--- src/rtl/mlsr_pkg.sv ---
`timescale 1ns / 1ps
`default_nettype none
// ---------------------------------------------------------------------------
// mlsr_pkg
// Shared constants and a field-addition helper for secret recovery.
// ---------------------------------------------------------------------------
package mlsr_pkg;

   localparam int DATA_W         = 30;
   localparam int X_W            = 16;
   localparam int RADIX_W        = 6;
   localparam int DIGIT_W        = 6;
   localparam int CSR_W          = 5;
   localparam int MAX_SHARES_DEF = 16;
   localparam int FIFO_DEPTH_DEF = 2;

   localparam logic [DATA_W-1:0] PRIME    = 30'd1000000007;
   // Exponent for inversion by Fermat's little theorem; zero maps to zero.
   localparam logic [DATA_W-1:0] PRIME_M2 = 30'd1000000005;

   // Sum of two field elements, both below the prime.
   function automatic logic [DATA_W-1:0] mod_add(input logic [DATA_W-1:0] a,
                                                 input logic [DATA_W-1:0] b);
      logic [DATA_W:0] s;
      s = {1'b0, a} + {1'b0, b};
      if (s >= {1'b0, PRIME}) begin
         s = s - {1'b0, PRIME};
      end
      return s[DATA_W-1:0];
   endfunction

endpackage
`default_nettype wire

--- src/rtl/mlsr_if.sv ---
`timescale 1ns / 1ps
`default_nettype none
// ---------------------------------------------------------------------------
// mlsr_if
// Channel interfaces: share digits in, secrets out, threshold register.
// ---------------------------------------------------------------------------
interface mlsr_req_if;
   logic                            valid;
   logic                            ready;
   logic [mlsr_pkg::X_W-1:0]        share_x;
   logic [mlsr_pkg::RADIX_W-1:0]    radix;
   logic [mlsr_pkg::DIGIT_W-1:0]    digit;
   logic                            value_last;
   logic                            set_last;
   modport source (output valid, share_x, radix, digit, value_last, set_last,
                   input ready);
   modport sink   (input valid, share_x, radix, digit, value_last, set_last,
                   output ready);
endinterface

interface mlsr_rsp_if;
   logic                            valid;
   logic                            ready;
   logic [mlsr_pkg::DATA_W-1:0]     secret;
   modport source (output valid, secret, input ready);
   modport sink   (input valid, secret, output ready);
endinterface

interface mlsr_csr_if;
   logic                            valid;
   logic                            ready;
   logic [mlsr_pkg::CSR_W-1:0]      data;
   modport source (output valid, data, input ready);
   modport sink   (input valid, data, output ready);
endinterface
`default_nettype wire

--- src/rtl/mlsr_modmul.sv ---
`timescale 1ns / 1ps
`default_nettype none
// ---------------------------------------------------------------------------
// mlsr_modmul
// Interleaved modular multiplier, one multiplier bit per cycle, MSB first.
// ---------------------------------------------------------------------------
module mlsr_modmul #(
   parameter int OPB_W = mlsr_pkg::DATA_W
) (
   input  wire logic                        clock,
   input  wire logic                        reset,
   input  wire logic                        start_i,
   input  wire logic [mlsr_pkg::DATA_W-1:0] opa_i,
   input  wire logic [OPB_W-1:0]            opb_i,
   output      logic                        busy_o,
   output      logic                        done_o,
   output      logic [mlsr_pkg::DATA_W-1:0] result_o
);
   localparam int CW = (OPB_W > 1) ? $clog2(OPB_W) : 1;

   logic                        busy_ff, busy_in;
   logic                        done_ff, done_in;
   logic [CW-1:0]               cnt_ff, cnt_in;
   logic [mlsr_pkg::DATA_W-1:0] a_ff, a_in;
   logic [OPB_W-1:0]            b_ff, b_in;
   logic [mlsr_pkg::DATA_W-1:0] r_ff, r_in;
   logic [mlsr_pkg::DATA_W-1:0] dbl;

   always_comb begin
      busy_in = busy_ff;
      done_in = 1'b0;
      cnt_in  = cnt_ff;
      a_in    = a_ff;
      b_in    = b_ff;
      r_in    = r_ff;
      dbl     = mlsr_pkg::mod_add(r_ff, r_ff);
      if (busy_ff) begin
         r_in = b_ff[OPB_W-1] ? mlsr_pkg::mod_add(dbl, a_ff) : dbl;
         b_in = b_ff << 1;
         cnt_in = cnt_ff - CW'(1);
         if (cnt_ff == '0) begin
            busy_in = 1'b0;
            done_in = 1'b1;
         end
      end else if (start_i) begin
         busy_in = 1'b1;
         a_in    = opa_i;
         b_in    = opb_i;
         r_in    = '0;
         cnt_in  = CW'(OPB_W - 1);
      end
   end

   always_ff @(posedge clock) begin
      if (reset) begin
         busy_ff <= 1'b0;
         done_ff <= 1'b0;
      end else begin
         busy_ff <= busy_in;
         done_ff <= done_in;
      end
      cnt_ff <= cnt_in;
      a_ff   <= a_in;
      b_ff   <= b_in;
      r_ff   <= r_in;
   end

   assign busy_o   = busy_ff;
   assign done_o   = done_ff;
   assign result_o = r_ff;
endmodule
`default_nettype wire

--- src/rtl/mlsr_fifo.sv ---
`timescale 1ns / 1ps
`default_nettype none
// ---------------------------------------------------------------------------
// mlsr_fifo
// Short queue of closed shares between the digit folder and the solver.
// ---------------------------------------------------------------------------
module mlsr_fifo #(
   parameter int DATA_W = 8,
   parameter int DEPTH  = mlsr_pkg::FIFO_DEPTH_DEF
) (
   input  wire logic              clock,
   input  wire logic              reset,
   input  wire logic              push_i,
   input  wire logic [DATA_W-1:0] data_i,
   output      logic              full_o,
   input  wire logic              pop_i,
   output      logic              valid_o,
   output      logic [DATA_W-1:0] data_o
);
   localparam int PW = (DEPTH > 1) ? $clog2(DEPTH) : 1;
   localparam int CW = $clog2(DEPTH + 1);

   logic [DATA_W-1:0] mem_ff [DEPTH];
   logic [PW-1:0]     wp_ff, wp_in, rp_ff, rp_in;
   logic [CW-1:0]     cnt_ff, cnt_in;

   always_comb begin
      wp_in  = wp_ff;
      rp_in  = rp_ff;
      cnt_in = cnt_ff;
      if (push_i) begin
         wp_in = (wp_ff == PW'(DEPTH - 1)) ? '0 : wp_ff + PW'(1);
      end
      if (pop_i) begin
         rp_in = (rp_ff == PW'(DEPTH - 1)) ? '0 : rp_ff + PW'(1);
      end
      if (push_i && !pop_i) begin
         cnt_in = cnt_ff + CW'(1);
      end else if (pop_i && !push_i) begin
         cnt_in = cnt_ff - CW'(1);
      end
   end

   always_ff @(posedge clock) begin
      if (reset) begin
         wp_ff  <= '0;
         rp_ff  <= '0;
         cnt_ff <= '0;
      end else begin
         wp_ff  <= wp_in;
         rp_ff  <= rp_in;
         cnt_ff <= cnt_in;
      end
      if (push_i) begin
         mem_ff[wp_ff] <= data_i;
      end
   end

   assign full_o  = (cnt_ff == CW'(DEPTH));
   assign valid_o = (cnt_ff != '0);
   assign data_o  = mem_ff[rp_ff];
endmodule
`default_nettype wire

--- src/rtl/mlsr_front.sv ---
`timescale 1ns / 1ps
`default_nettype none
// ---------------------------------------------------------------------------
// mlsr_front
// Folds share digits into field values and queues each closed share.
// ---------------------------------------------------------------------------
module mlsr_front #(
   parameter int MAX_SHARES = mlsr_pkg::MAX_SHARES_DEF,
   parameter int CNT_W      = $clog2(MAX_SHARES + 1),
   parameter int IDX_W      = $clog2(MAX_SHARES),
   parameter int ENT_W      = 2 + IDX_W + CNT_W + mlsr_pkg::X_W + mlsr_pkg::DATA_W
) (
   input  wire logic                       clock,
   input  wire logic                       reset,
   mlsr_req_if.sink                        req_chan,
   input  wire logic [mlsr_pkg::CSR_W-1:0] shares_used_i,
   input  wire logic                       full_i,
   output      logic                       push_o,
   output      logic [ENT_W-1:0]           entry_o
);
   localparam int LW = (CNT_W > mlsr_pkg::CSR_W) ? CNT_W : mlsr_pkg::CSR_W;

   typedef enum logic [2:0] {
      F_IDLE = 3'b001,
      F_MUL  = 3'b010,
      F_PUSH = 3'b100
   } front_state_type;

   front_state_type               state_ff, state_in;
   logic [mlsr_pkg::X_W-1:0]      x_ff, x_in;
   logic [mlsr_pkg::DIGIT_W-1:0]  digit_ff, digit_in;
   logic                          vlast_ff, vlast_in, slast_ff, slast_in;
   logic [mlsr_pkg::DATA_W-1:0]   acc_ff, acc_in;
   logic [CNT_W-1:0]              count_ff, count_in;

   logic                          mm_start, mm_busy, mm_done;
   logic [mlsr_pkg::DATA_W-1:0]   mm_res;
   logic [LW-1:0]                 su, lim, cnt_ext, n_ext;
   logic                          store;

   mlsr_modmul #(.OPB_W(mlsr_pkg::RADIX_W)) u_mul (
      .clock    (clock),
      .reset    (reset),
      .start_i  (mm_start),
      .opa_i    (acc_ff),
      .opb_i    (req_chan.radix),
      .busy_o   (mm_busy),
      .done_o   (mm_done),
      .result_o (mm_res)
   );

   // A zero threshold acts as one; a threshold beyond the store is clipped.
   always_comb begin
      su      = LW'(shares_used_i);
      cnt_ext = LW'(count_ff);
      if (su == '0) begin
         lim = LW'(1);
      end else if (su > LW'(MAX_SHARES)) begin
         lim = LW'(MAX_SHARES);
      end else begin
         lim = su;
      end
      store = (cnt_ext < lim);
      n_ext = cnt_ext + LW'(store);
      if (n_ext > lim) begin
         n_ext = lim;
      end
   end

   assign req_chan.ready = (state_ff == F_IDLE) && !mm_busy;
   assign mm_start       = req_chan.valid && req_chan.ready;
   assign entry_o        = {store, slast_ff, count_ff[IDX_W-1:0], n_ext[CNT_W-1:0],
                            x_ff, acc_ff};

   always_comb begin
      state_in = state_ff;
      x_in     = x_ff;
      digit_in = digit_ff;
      vlast_in = vlast_ff;
      slast_in = slast_ff;
      acc_in   = acc_ff;
      count_in = count_ff;
      push_o   = 1'b0;
      unique case (state_ff)
         F_IDLE: begin
            if (mm_start) begin
               x_in     = req_chan.share_x;
               digit_in = req_chan.digit;
               vlast_in = req_chan.value_last;
               slast_in = req_chan.set_last;
               state_in = F_MUL;
            end
         end
         F_MUL: begin
            if (mm_done) begin
               acc_in   = mlsr_pkg::mod_add(mm_res,
                             mlsr_pkg::DATA_W'(digit_ff));
               state_in = F_PUSH;
            end
         end
         F_PUSH: begin
            if (!(vlast_ff || slast_ff)) begin
               state_in = F_IDLE;
            end else if (!full_i) begin
               push_o   = 1'b1;
               acc_in   = '0;
               count_in = slast_ff ? '0 : count_ff + CNT_W'(store);
               state_in = F_IDLE;
            end
         end
         default: state_in = F_IDLE;
      endcase
   end

   always_ff @(posedge clock) begin
      if (reset) begin
         state_ff <= F_IDLE;
         acc_ff   <= '0;
         count_ff <= '0;
      end else begin
         state_ff <= state_in;
         acc_ff   <= acc_in;
         count_ff <= count_in;
      end
      x_ff     <= x_in;
      digit_ff <= digit_in;
      vlast_ff <= vlast_in;
      slast_ff <= slast_in;
   end
endmodule
`default_nettype wire

--- src/rtl/mlsr_back.sv ---
`timescale 1ns / 1ps
`default_nettype none
// ---------------------------------------------------------------------------
// mlsr_back
// Stores points and interpolates them at zero when a set closes.
// ---------------------------------------------------------------------------
module mlsr_back #(
   parameter int MAX_SHARES = mlsr_pkg::MAX_SHARES_DEF,
   parameter int CNT_W      = $clog2(MAX_SHARES + 1),
   parameter int IDX_W      = $clog2(MAX_SHARES),
   parameter int ENT_W      = 2 + IDX_W + CNT_W + mlsr_pkg::X_W + mlsr_pkg::DATA_W
) (
   input  wire logic             clock,
   input  wire logic             reset,
   input  wire logic             valid_i,
   input  wire logic [ENT_W-1:0] entry_i,
   output      logic             pop_o,
   mlsr_rsp_if.source            rsp_chan
);
   localparam int DW = mlsr_pkg::DATA_W;
   localparam int XW = mlsr_pkg::X_W;
   localparam int PT_W = XW + DW;

   typedef enum logic [11:0] {
      B_IDLE = 12'b000000000001,
      B_RDI  = 12'b000000000010,
      B_LDI  = 12'b000000000100,
      B_RDJ  = 12'b000000001000,
      B_NUM  = 12'b000000010000,
      B_NUMW = 12'b000000100000,
      B_DENW = 12'b000001000000,
      B_SQ   = 12'b000010000000,
      B_SQW  = 12'b000100000000,
      B_MULW = 12'b001000000000,
      B_FINW = 12'b010000000000,
      B_EMIT = 12'b100000000000
   } back_state_type;

   back_state_type      state_ff, state_in;
   logic [PT_W-1:0]     mem_ff [MAX_SHARES];
   logic [PT_W-1:0]     rd_ff;
   logic [IDX_W-1:0]    ra;
   logic                we;
   logic [CNT_W-1:0]    i_ff, i_in, j_ff, j_in, n_ff, n_in;
   logic [XW-1:0]       xi_ff, xi_in, xj_ff, xj_in;
   logic [DW-1:0]       num_ff, num_in, den_ff, den_in, pw_ff, pw_in, sum_ff, sum_in;
   logic [4:0]          e_ff, e_in;
   logic                out_valid_ff, out_valid_in;
   logic [DW-1:0]       out_ff, out_in;

   logic                mm_start, mm_busy, mm_done;
   logic [DW-1:0]       mm_a, mm_b, mm_res;
   logic [DW-1:0]       neg_xj, diff_x;

   logic                ent_store, ent_last;
   logic [IDX_W-1:0]    ent_idx;
   logic [CNT_W-1:0]    ent_n;
   logic [PT_W-1:0]     ent_pt;

   assign {ent_store, ent_last, ent_idx, ent_n, ent_pt} = entry_i;

   mlsr_modmul #(.OPB_W(DW)) u_mul (
      .clock    (clock),
      .reset    (reset),
      .start_i  (mm_start),
      .opa_i    (mm_a),
      .opb_i    (mm_b),
      .busy_o   (mm_busy),
      .done_o   (mm_done),
      .result_o (mm_res)
   );

   // Numerator factor is -x_j and denominator factor x_i - x_j, both mod P.
   always_comb begin
      neg_xj = (rd_ff[PT_W-1:DW] == '0) ? '0
             : mlsr_pkg::PRIME - DW'(rd_ff[PT_W-1:DW]);
      if (xi_ff >= xj_ff) begin
         diff_x = DW'(xi_ff - xj_ff);
      end else begin
         diff_x = mlsr_pkg::PRIME - DW'(xj_ff - xi_ff);
      end
   end

   always_comb begin
      state_in     = state_ff;
      i_in         = i_ff;
      j_in         = j_ff;
      n_in         = n_ff;
      xi_in        = xi_ff;
      xj_in        = xj_ff;
      num_in       = num_ff;
      den_in       = den_ff;
      pw_in        = pw_ff;
      sum_in       = sum_ff;
      e_in         = e_ff;
      out_in       = out_ff;
      out_valid_in = out_valid_ff && !rsp_chan.ready;
      mm_start     = 1'b0;
      mm_a         = '0;
      mm_b         = '0;
      pop_o        = 1'b0;
      we           = 1'b0;
      ra           = '0;
      unique case (state_ff)
         B_IDLE: begin
            if (valid_i) begin
               pop_o = 1'b1;
               we    = ent_store;
               if (ent_last) begin
                  n_in     = ent_n;
                  i_in     = '0;
                  sum_in   = '0;
                  state_in = B_RDI;
               end
            end
         end
         B_RDI: begin
            if (i_ff == n_ff) begin
               state_in = B_EMIT;
            end else begin
               ra       = i_ff[IDX_W-1:0];
               state_in = B_LDI;
            end
         end
         B_LDI: begin
            xi_in    = rd_ff[PT_W-1:DW];
            num_in   = rd_ff[DW-1:0];
            den_in   = DW'(1);
            j_in     = '0;
            state_in = B_RDJ;
         end
         B_RDJ: begin
            if (j_ff == n_ff) begin
               pw_in    = DW'(1);
               e_in     = 5'(DW - 1);
               state_in = B_SQ;
            end else if (j_ff == i_ff) begin
               j_in = j_ff + CNT_W'(1);
            end else begin
               ra       = j_ff[IDX_W-1:0];
               state_in = B_NUM;
            end
         end
         B_NUM: begin
            xj_in    = rd_ff[PT_W-1:DW];
            mm_start = 1'b1;
            mm_a     = num_ff;
            mm_b     = neg_xj;
            state_in = B_NUMW;
         end
         B_NUMW: begin
            if (mm_done) begin
               num_in   = mm_res;
               mm_start = 1'b1;
               mm_a     = den_ff;
               mm_b     = diff_x;
               state_in = B_DENW;
            end
         end
         B_DENW: begin
            if (mm_done) begin
               den_in   = mm_res;
               j_in     = j_ff + CNT_W'(1);
               state_in = B_RDJ;
            end
         end
         B_SQ: begin
            mm_start = 1'b1;
            mm_a     = pw_ff;
            mm_b     = pw_ff;
            state_in = B_SQW;
         end
         B_SQW: begin
            if (mm_done) begin
               pw_in    = mm_res;
               mm_start = 1'b1;
               if (mlsr_pkg::PRIME_M2[e_ff]) begin
                  mm_a     = mm_res;
                  mm_b     = den_ff;
                  state_in = B_MULW;
               end else if (e_ff == '0) begin
                  mm_a     = num_ff;
                  mm_b     = mm_res;
                  state_in = B_FINW;
               end else begin
                  mm_start = 1'b0;
                  e_in     = e_ff - 5'd1;
                  state_in = B_SQ;
               end
            end
         end
         B_MULW: begin
            if (mm_done) begin
               pw_in = mm_res;
               if (e_ff == '0) begin
                  mm_start = 1'b1;
                  mm_a     = num_ff;
                  mm_b     = mm_res;
                  state_in = B_FINW;
               end else begin
                  e_in     = e_ff - 5'd1;
                  state_in = B_SQ;
               end
            end
         end
         B_FINW: begin
            if (mm_done) begin
               sum_in   = mlsr_pkg::mod_add(sum_ff, mm_res);
               i_in     = i_ff + CNT_W'(1);
               state_in = B_RDI;
            end
         end
         B_EMIT: begin
            if (!out_valid_ff || rsp_chan.ready) begin
               out_valid_in = 1'b1;
               out_in       = sum_ff;
               state_in     = B_IDLE;
            end
         end
         default: state_in = B_IDLE;
      endcase
   end

   always_ff @(posedge clock) begin
      if (we) begin
         mem_ff[ent_idx] <= ent_pt;
      end
      rd_ff <= mem_ff[ra];
   end

   always_ff @(posedge clock) begin
      if (reset) begin
         state_ff     <= B_IDLE;
         out_valid_ff <= 1'b0;
      end else begin
         state_ff     <= state_in;
         out_valid_ff <= out_valid_in;
      end
      i_ff   <= i_in;
      j_ff   <= j_in;
      n_ff   <= n_in;
      xi_ff  <= xi_in;
      xj_ff  <= xj_in;
      num_ff <= num_in;
      den_ff <= den_in;
      pw_ff  <= pw_in;
      sum_ff <= sum_in;
      e_ff   <= e_in;
      out_ff <= out_in;
   end

   assign rsp_chan.valid  = out_valid_ff;
   assign rsp_chan.secret = out_ff;
endmodule
`default_nettype wire

--- src/rtl/modular_lagrange_secret_recovery_top.sv ---
`timescale 1ns / 1ps
`default_nettype none
// Each digit is accepted, passed through the bit-serial radix multiplier, then the added digit
// is reduced and a closed share is handed to the queue.
// A closed set costs per point n-1 numerator/denominator products and one inversion by
// exponentiation, all on the shared 30-bit serial multiplier.
// The secret sits in an output register; digits of the next set are folded meanwhile.
// Synchronous reset clears control state and sets the threshold to one; point stores need none.
// ---------------------------------------------------------------------------
// modular_lagrange_secret_recovery_top
// Shamir secret recovery over the field of order 1000000007.
// ---------------------------------------------------------------------------
module modular_lagrange_secret_recovery_top #(
   parameter int MAX_SHARES = mlsr_pkg::MAX_SHARES_DEF,
   parameter int FIFO_DEPTH = mlsr_pkg::FIFO_DEPTH_DEF
) (
   input  wire logic  clock,
   input  wire logic  reset,
   mlsr_req_if.sink   req_chan,
   mlsr_rsp_if.source rsp_chan,
   mlsr_csr_if.sink   csr_chan
);
   localparam int CNT_W = $clog2(MAX_SHARES + 1);
   localparam int IDX_W = $clog2(MAX_SHARES);
   localparam int ENT_W = 2 + IDX_W + CNT_W + mlsr_pkg::X_W + mlsr_pkg::DATA_W;

   logic [mlsr_pkg::CSR_W-1:0] shares_used_ff, shares_used_in;
   logic                       push, full, pop, q_valid;
   logic [ENT_W-1:0]           push_data, pop_data;

   assign csr_chan.ready = 1'b1;
   assign shares_used_in = (csr_chan.valid && csr_chan.ready) ? csr_chan.data
                                                              : shares_used_ff;

   always_ff @(posedge clock) begin
      if (reset) begin
         shares_used_ff <= mlsr_pkg::CSR_W'(1);
      end else begin
         shares_used_ff <= shares_used_in;
      end
   end

   mlsr_front #(
      .MAX_SHARES (MAX_SHARES),
      .CNT_W      (CNT_W),
      .IDX_W      (IDX_W),
      .ENT_W      (ENT_W)
   ) u_front (
      .clock         (clock),
      .reset         (reset),
      .req_chan      (req_chan),
      .shares_used_i (shares_used_ff),
      .full_i        (full),
      .push_o        (push),
      .entry_o       (push_data)
   );

   mlsr_fifo #(
      .DATA_W (ENT_W),
      .DEPTH  (FIFO_DEPTH)
   ) u_fifo (
      .clock   (clock),
      .reset   (reset),
      .push_i  (push),
      .data_i  (push_data),
      .full_o  (full),
      .pop_i   (pop),
      .valid_o (q_valid),
      .data_o  (pop_data)
   );

   mlsr_back #(
      .MAX_SHARES (MAX_SHARES),
      .CNT_W      (CNT_W),
      .IDX_W      (IDX_W),
      .ENT_W      (ENT_W)
   ) u_back (
      .clock    (clock),
      .reset    (reset),
      .valid_i  (q_valid),
      .entry_i  (pop_data),
      .pop_o    (pop),
      .rsp_chan (rsp_chan)
   );

   a_secret_in_field: assert property (@(posedge clock) disable iff (reset)
      rsp_chan.valid |-> (rsp_chan.secret < mlsr_pkg::PRIME))
      else $error("secret not reduced below the prime");

   a_no_overflow: assert property (@(posedge clock) disable iff (reset)
      !(push && full))
      else $error("share queue written while full");

   a_no_underflow: assert property (@(posedge clock) disable iff (reset)
      !(pop && !q_valid))
      else $error("share queue read while empty");

   a_quiet_after_reset: assert property (@(posedge clock)
      $past(reset) |-> !rsp_chan.valid)
      else $error("result offered straight after reset");
endmodule
`default_nettype wire
--- src/flat_wrapper.sv ---
// flat-port wrapper written by rule: the top's interface ports become plain ports
module modular_lagrange_secret_recovery_top_flat 
#(
   parameter int MAX_SHARES = mlsr_pkg::MAX_SHARES_DEF,
   parameter int FIFO_DEPTH = mlsr_pkg::FIFO_DEPTH_DEF
)
  (clock, reset, req_chan_valid, req_chan_share_x, req_chan_radix, req_chan_digit, req_chan_value_last, req_chan_set_last, req_chan_ready, rsp_chan_valid, rsp_chan_secret, rsp_chan_ready, csr_chan_valid, csr_chan_data, csr_chan_ready);
  mlsr_req_if req_chan_i ();
  mlsr_rsp_if rsp_chan_i ();
  mlsr_csr_if csr_chan_i ();
  input  wire logic clock;
  input  wire logic reset;
  input wire logic [$bits(req_chan_i.valid)-1:0] req_chan_valid;
  input wire logic [$bits(req_chan_i.share_x)-1:0] req_chan_share_x;
  input wire logic [$bits(req_chan_i.radix)-1:0] req_chan_radix;
  input wire logic [$bits(req_chan_i.digit)-1:0] req_chan_digit;
  input wire logic [$bits(req_chan_i.value_last)-1:0] req_chan_value_last;
  input wire logic [$bits(req_chan_i.set_last)-1:0] req_chan_set_last;
  output wire logic [$bits(req_chan_i.ready)-1:0] req_chan_ready;
  output wire logic [$bits(rsp_chan_i.valid)-1:0] rsp_chan_valid;
  output wire logic [$bits(rsp_chan_i.secret)-1:0] rsp_chan_secret;
  input wire logic [$bits(rsp_chan_i.ready)-1:0] rsp_chan_ready;
  input wire logic [$bits(csr_chan_i.valid)-1:0] csr_chan_valid;
  input wire logic [$bits(csr_chan_i.data)-1:0] csr_chan_data;
  output wire logic [$bits(csr_chan_i.ready)-1:0] csr_chan_ready;
  assign req_chan_i.valid = req_chan_valid;
  assign req_chan_i.share_x = req_chan_share_x;
  assign req_chan_i.radix = req_chan_radix;
  assign req_chan_i.digit = req_chan_digit;
  assign req_chan_i.value_last = req_chan_value_last;
  assign req_chan_i.set_last = req_chan_set_last;
  assign req_chan_ready = req_chan_i.ready;
  assign rsp_chan_valid = rsp_chan_i.valid;
  assign rsp_chan_secret = rsp_chan_i.secret;
  assign rsp_chan_i.ready = rsp_chan_ready;
  assign csr_chan_i.valid = csr_chan_valid;
  assign csr_chan_i.data = csr_chan_data;
  assign csr_chan_ready = csr_chan_i.ready;
  modular_lagrange_secret_recovery_top #(.MAX_SHARES(MAX_SHARES), .FIFO_DEPTH(FIFO_DEPTH)) u_core (.clock(clock), .reset(reset), .req_chan(req_chan_i), .rsp_chan(rsp_chan_i), .csr_chan(csr_chan_i));
endmodule
--- config.mk ---
export PLATFORM = sky130hd
export DESIGN_NAME = modular_lagrange_secret_recovery_top_flat
export DESIGN_NICKNAME = d
export VERILOG_FILES = /design/src/rtl/mlsr_pkg.sv /design/src/rtl/mlsr_if.sv /design/src/rtl/mlsr_modmul.sv /design/src/rtl/mlsr_fifo.sv /design/src/rtl/mlsr_front.sv /design/src/rtl/mlsr_back.sv /design/src/rtl/modular_lagrange_secret_recovery_top.sv /design/src/flat_wrapper.sv
export SDC_FILE = /design/constraint.sdc
export NUM_CORES = 2
export LEC_CHECK = 0
export BUFFER_PORTS_ARGS = -buffer_cell sky130_fd_sc_hd__buf_2
export CAP_MARGIN = 20
export CORE_MARGIN = 3
export CORE_UTILIZATION = 50
export CTS_CLUSTER_SIZE = 40
export DETAILED_ROUTE_END_ITERATION = 10
export HOLD_SLACK_MARGIN = 0.1
export PLACE_DENSITY = 0.69
export SLEW_MARGIN = 20
export SYNTH_ARGS = -nofsm -noshare
export SYNTH_HDL_FRONTEND = slang
export SYNTH_SLANG_ARGS = --single-unit
--- constraint.sdc ---
create_clock -name clock -period 7.51 [get_ports clock]
set_input_delay 1.502 -clock clock [delete_from_list [all_inputs] [get_ports clock]]
set_output_delay 1.502 -clock clock [all_outputs]
set_load 0.01 [all_outputs]
; ---- Yosys cells after proc, flatten, opt, wreduce, memory -nomap -nowiden
; Memories as Yosys holds them, arrays and structs flattened. A register that Yosys moved wholly into a read port is not among the register bits.
; Cells that the tools add are included.
[word_totals]
regBits = 454
ramBits = 850
rom_bits = 32
input_bits = 40
out_inout_bits = 33
wordCells = 289
n_memories = 3
[classes]
addsub = 26
n_lt_le_gt_ge = 11
eq_ne = 38
n_mux = 123
bitwise_logic = 3
reduce_logical = 47
[memory_table]
columns = name, words, width, read_ports, rd_clocked_by_memory_dff, write_ports, line_no
row1 = u_core.u_back.mem_ff, 16, 46, 1, 1, 1, mlsr_back.sv:40  ; logic [PT_W-1:0] mem_ff [MAX_SHARES];
row2 = u_core.u_fifo.mem_ff, 2, 57, 1, 1, 1, mlsr_fifo.sv:23  ; logic [DATA_W-1:0] mem_ff [DEPTH];
row3 = (no name shown), 32, 1, 1, 1, 0, mlsr_back.sv:177  ; if (mlsr_pkg::PRIME_M2[e_ff]) begin
[op_table]
columns = op, n
row1 = $mux 30, 34
row2 = $pmux 30 s2, 5
row3 = $pmux 30 s5, 2
row4 = $ge 31x30->1 const B, 6
row5 = $sub 30x30->30 const B, 6
row6 = $add 30x30->31, 5
row7 = $pmux 12 s12, 1
row8 = $mux 12, 11
row9 = $mux 5, 18
row10 = $sub 28x17->29 const A, 2
row11 = $sub 16x16->17, 2
row12 = $add 30x6->31, 1
row13 = $mux 1, 31
row14 = $pmux 5 s3, 2
row15 = $mux 11, 2
row16 = $mux 3, 6
row17 = $ne 2x1->1 const B, 9
row18 = $reduce_bool 2->1, 9
row19 = $ge 16x16->1, 1
row20 = $logic_not 16->1, 1
row21 = $ne 2x2->1 const B, 8
row22 = $eq 5x5->1, 3
row23 = $logic_not 5->1, 3
row24 = $eq 12x1->1 const B, 1
row25 = other kinds (46), 79

; ---- Depth between registers and ports, before layout
[logic_depth]
word_depth = 8
depth_mapped = 28
mapped_depth_nobuf = 24

; ---- Cells and area by module
; From an unflattened synthesis, not the netlist that was laid out.
[hier_totals]
hier_cells = 5923
area_unflattened_um2 = 67748.7
[by_module_without_submodules]
columns = module, instances, cells_per_inst, area_per_inst_um2
row1 = mlsr_back, 1, 3650, 44979.4
row2 = mlsr_modmul (u_core.u_back.u_mul), 1, 791, 7548.5
row3 = mlsr_modmul (u_core.u_front.u_mul), 1, 733, 6239.7
row4 = mlsr_front, 1, 532, 4459.3
row5 = mlsr_fifo, 1, 199, 4326.6
row6 = modular_lagrange_secret_recovery_top, 1, 18, 195.2

; ---- Worst setup path before layout
; OpenSTA, ideal clock, no wires.
[synth_timing]
path_type = reg2reg
startpoint = reg u_core.u_back.u_mul.r_ff, in the netlist u_core.u_back.u_mul.result_o[6]
endpoint = reg u_core.u_back.u_mul.r_ff, in the netlist u_core.u_back.u_mul.result_o[12] (data pin)
setup_time_ns = 0.270
t_arrival_ns = 6.134
path_slack_ns = 1.106
stages_incl_launch_ff = 27
path_buffers = 5
cell_sequence = edfxtp_1 clkbuf_1 nor4_1 a21boi_0 o21ai_0 a21oi_1 o2111ai_1 o211ai_1 a31o_2 clkbuf_1 clkbuf_1 xnor2_1 ha_1 buf_2 a21o_1 a221oi_4 nor3_1 o311ai_1 a21oi_1 o41ai_1 xor2_1 or2_2 or3_1 buf_2 or3_1 nand4_1 a21oi_1
[synth_via]
elab_chain_cells = 8
word_cells_on_any_way = 10
[synth_rtl]
columns = element, line_no
row1 = "start, declared", mlsr_modmul.sv:26  ; logic [mlsr_pkg::DATA_W-1:0] r_ff, r_in;
row2 = "start signal, assigned", mlsr_modmul.sv:65  ; r_ff <= r_in;
row3 = $add 30x30->31 *, mlsr_pkg.sv:25  ; s = {1'b0, a} + {1'b0, b};
row4 = $sub 30x30->30 / $ge 31x30->1 (equally long branches), "mlsr_pkg.sv:27, mlsr_pkg.sv:26"
row5 = $mux 30 *, mlsr_pkg.sv:26  ; if (s >= {1'b0, PRIME}) begin
row6 = $add 30x30->31, mlsr_pkg.sv:25
row7 = $sub 30x30->30 / $ge 31x30->1 (equally long branches), "mlsr_pkg.sv:27, mlsr_pkg.sv:26"
row8 = $mux 30, mlsr_pkg.sv:26
row9 = $mux 30 *, mlsr_modmul.sv:38  ; r_in = b_ff[OPB_W-1] ? mlsr_pkg::mod_add(dbl, a_ff) : dbl;
row10 = $mux 30 *, mlsr_modmul.sv:37  ; if (busy_ff) begin
; Every way passes the cells marked *; elsewhere a longest branch is shown, timed or not.
; A chain may end at the register's enable or synchronous reset.

; ---- Worst setup path in the final report
[layout_timing]
startpoint = reg u_core.u_back.u_mul.r_ff, in the netlist u_core.u_back.u_mul.result_o[2]
endpoint = reg u_core.u_back.u_mul.r_ff, in the netlist u_core.u_back.u_mul.result_o[4] (data pin)
; Same word-level chain as after synthesis.

==> flow_summary.json <==
{
  "slew_violations": 0,
  "totalWireLength_um": 176000,
  "holdCritPathClass": "flip-flop to flip-flop",
  "synth_nets": 5976,
  "cts_buffer_depth": 3,
  "ys_async_sr_fraction_pct": 0,
  "ys_seq_area_share_pct": 59.2,
  "clock-sinks": 1352,
  "grt_start_max_net_pins": 171,
  "crit_required_ns": 8.12,
  "ys_warn_count": 0,
  "slew_headroom_pct": 23.4,
  "antenna_found_initial": 9,
  "synth_area_um2": 66600,
  "fin_worst_skew_ns": 0.0385,
  "critical_path.startpoint": "u_core.u_back.u_mul.result_o[2]",
  "clockPowerShare_pct": 31.5,
  "die_area_um2": 138000,
  "final_util_pct": 55.5,
  "p_int_uw": 14700,
  "worst_slack_ns": 0.644,
  "p_sw_share_pct": 32.1,
  "p_switching_uw": 6970,
  "finalSetupViolations": 0,
  "track_usage_pct": 25.2,
  "clkLatencyLatePin_ns": 0.80,
  "dr_wl_met3_um": 11800,
  "fmax_mhz": 146,
  "routedWlPerCell_um": 23.3,
  "rsz0062_at_grt": "false",
  "fillers": 10900,
  "drt_iter0_markers": 4748,
  "drt-pass1-iter-count": 7,
  "synth_top_area_share_pct": 55.8,
  "hp-start": "u_core.u_front.x_ff[4]",
  "grt_pass1_vias": 44700,
  "highest_layer": "met4",
  "power_frac_seq_pct": 41.8,
  "clk_pin_slew_worst_paths_ns": 0.06,
  "r2r_start": "u_core.u_back.u_mul.result_o[2]",
  "p_per_area_nw_per_um2": 296,
  "synthCells": 5775,
  "leakagePower_uw": 0.0251,
  "ios": 73,
  "port_buffers": 71,
  "antenna_left": 0,
  "finalCritPeriodShare_pct": 91.4,
  "ys_seq_elements": 1352,
  "route.detailed.drc": 0,
  "grt_overflow": 0,
  "htree_levels": 4,
  "p_total_uw": 21700,
  "tightestPinTransition_ns": 1.15,
  "coreArea_um2": 132000,
  "synth.distinct_cells": 99,
  "cts_buffers": 141,
  "critPathCaptureType": "flip-flop",
  "postPlaceCellArea_um2": 68700,
  "synth_edf_count": 1238,
  "drt-met1-wl_um": 74200,
  "comb_power_share_pct": 26.7,
  "gp_congestion": 0.954,
  "ys_top_cells_by_area": "edfxtp_1, nand2_1, dfxtp_1, a211oi_1, ha_1",
  "drive_gt1_share_pct": 9.54,
  "status": "finished, final reports clean",
  "viasPerCell": 6.22,
  "startpoint_type": "flip-flop",
  "fin_crit_ns": 6.87,
  "initial_core_util_pct": 50.5,
  "wl_met2_um": 83200,
  "vdd_ir_drop_max_mv": 0.208,
  "vias": 47100,
  "place_ws_ns": 0.448,
  "die_h_um": 371,
  "cts_tree": "built",
  "fin_setup_tns_ns": 0,
  "nets": 5906,
  "synth_top_area_cell": "edfxtp_1",
  "worst_r2r_path_depth": 24,
  "synth_commonest_cells": "edfxtp_1, nand2_1, a21oi_1, clkbuf_1, nor2_1",
  "avgSynthCellArea_um2": 11.5,
  "whs_path_depth": 0,
  "root_buffer": "clkbuf_16",
  "die_w_um": 371,
  "postCtsHoldBufs": 0,
  "cp_max_fo": 13,
  "hold_viol": 0,
  "cap_viol_max_count": 0,
  "crit_arrival_ns": 7.48,
  "critPathKind": "flip-flop to flip-flop",
  "synthFlopType": "edfxtp_1",
  "fp-row-count": 133,
  "grt_pass1_wl_um": 268000,
  "yosysMostFrequentCell": "edfxtp_1",
  "dp_hpwl_um": 111000,
  "areaGrowthSynthToFinish_pct": 9.96,
  "final_cell_area_um2": 73300
}
-- cell usage in the layout, fill, tap and decap left out, types with 46 or more instances in the layout --
master	instances
edfxtp_1	1238
inv_1	124
a21o_1	77
xor2_1	102
and2_1	273
buf_2	71
a211oi_1	273
ha_1	155
a31oi_1	122
nand3_1	105
nor2_1	257
a21oi_1	334
o21ai_0	220
xnor2_1	174
a22o_1	65
dfxtp_1	112
a311oi_1	97
mux2_2	88
buf_4	78
nand2_1	716
clkbuf_1	48
clkbuf_16	145
or3_1	46
nor3_1	100
-- metal layers --
layer,global-route usage (%),vias up
met5,0,-
met4,10.7,0
met3,3.42,343
met2,40.8,1875
met1,34.2,23200
li1,-,21700
-- power groups by stage --
| stage | Combinational (uW) | Sequential, uW | Clock [uW] |
|---|---|---|---|
| 2_1_floorplan | 4400 | 8970 | 0 |
| 4_1_cts | 5650 | 9080 | 6940 |
| 6_report | 5800 | 9080 | 6830 |
| 3_3_place_gp | 5510 | 9230 | 0 |
| 3_5_place_dp | 5610 | 9230 | 0 |
| 5_1_grt | 6380 | 9110 | 7220 |
-- state kept, by name, indices dropped and copies added (netlist names), 30 cells and up, named ones only --
signal                         flops
u_core.u_back.den_ff              30
u_core.u_back.mem_ff             736
u_core.u_back.num_ff              30
u_core.u_back.pw_ff               30
u_core.u_back.rd_ff               46
u_core.u_back.rsp_chan.secret     30
u_core.u_back.sum_ff              30
u_core.u_back.u_mul.a_ff          30
u_core.u_back.u_mul.b_ff          30
u_core.u_back.u_mul.result_o      30
u_core.u_fifo.mem_ff             114
u_core.u_front.acc_ff             30
u_core.u_front.u_mul.a_ff         30
u_core.u_front.u_mul.result_o     30
-- area by class of cell --
type	instances	area [um^2]	area share (%)
antenna	1	2.50	0.00341
tap	1755	2200	3.00
clock buffer	203	3950	5.39
multi-input combinational	3924	25500	34.9
inverter	129	489	0.668
sequential	1352	39500	53.9
clock inverter	53	541	0.738
timing repair buffer	157	1100	1.50
-- cell families (layout without fill, tap and decap cells) --
kind of cell	Yosys count	after routing	share of synthesized area, %
buffers and inverters	499	542	2.85
muxes	117	117	1.92
and+or+nand+nor	1826	1826	13.3
xor gates and xnor gates	276	276	3.63
adders and majority gates	161	161	3.09
DFF	1352	1352	59.2
AOI/OAI and AO/OA	1543	1543	16.0
other	1	2	0.00563
-- critical path, stage by stage, from the launching register on --
cell and delay [ns]:
edfxtp_1 0.34, inv_1 0.08, ha_1 0.25, a21boi_0 0.28, o21ai_1 0.17, a21oi_1 0.23
o2111ai_1 0.12, o211ai_1 0.22, a31o_2 0.37, nand2_1 0.13, or3_1 0.34, xnor2_1 0.16
ha_1 0.46, nand3_1 0.19, or3_1 0.36, o221ai_2 0.32, a211oi_1 0.17, o21ai_0 0.26
or3b_1 0.44, nor4b_2 0.41, a2111oi_4 0.11, or3_4 0.49, nand2_2 0.25, mux2_2 0.38
a21oi_1 0.16
-- repair_timing --
action                     CTS  global route
resized for setup            0             6
setup endpoints to repair    0            35
setup buffers                0             4
-- stage by stage --
stage               cells  hold slack (ns)
detailed placement   7312            0.436
CTS                  7568            0.441
floorplan            5775            0.421
global route         7573            0.458
finish               7574            0.438
global placement     7311            0.433
-- worst paths after layout --
check                                     to  slack (ns)
min reg2reg      u_core.u_fifo.mem_ff[1][34]        0.44
max          u_core.u_back.u_mul.result_o[4]        0.64
max reg2reg  u_core.u_back.u_mul.result_o[4]        0.64
min              u_core.u_fifo.mem_ff[1][34]        0.44
Note: power is estimated with default switching activity, not from simulation.
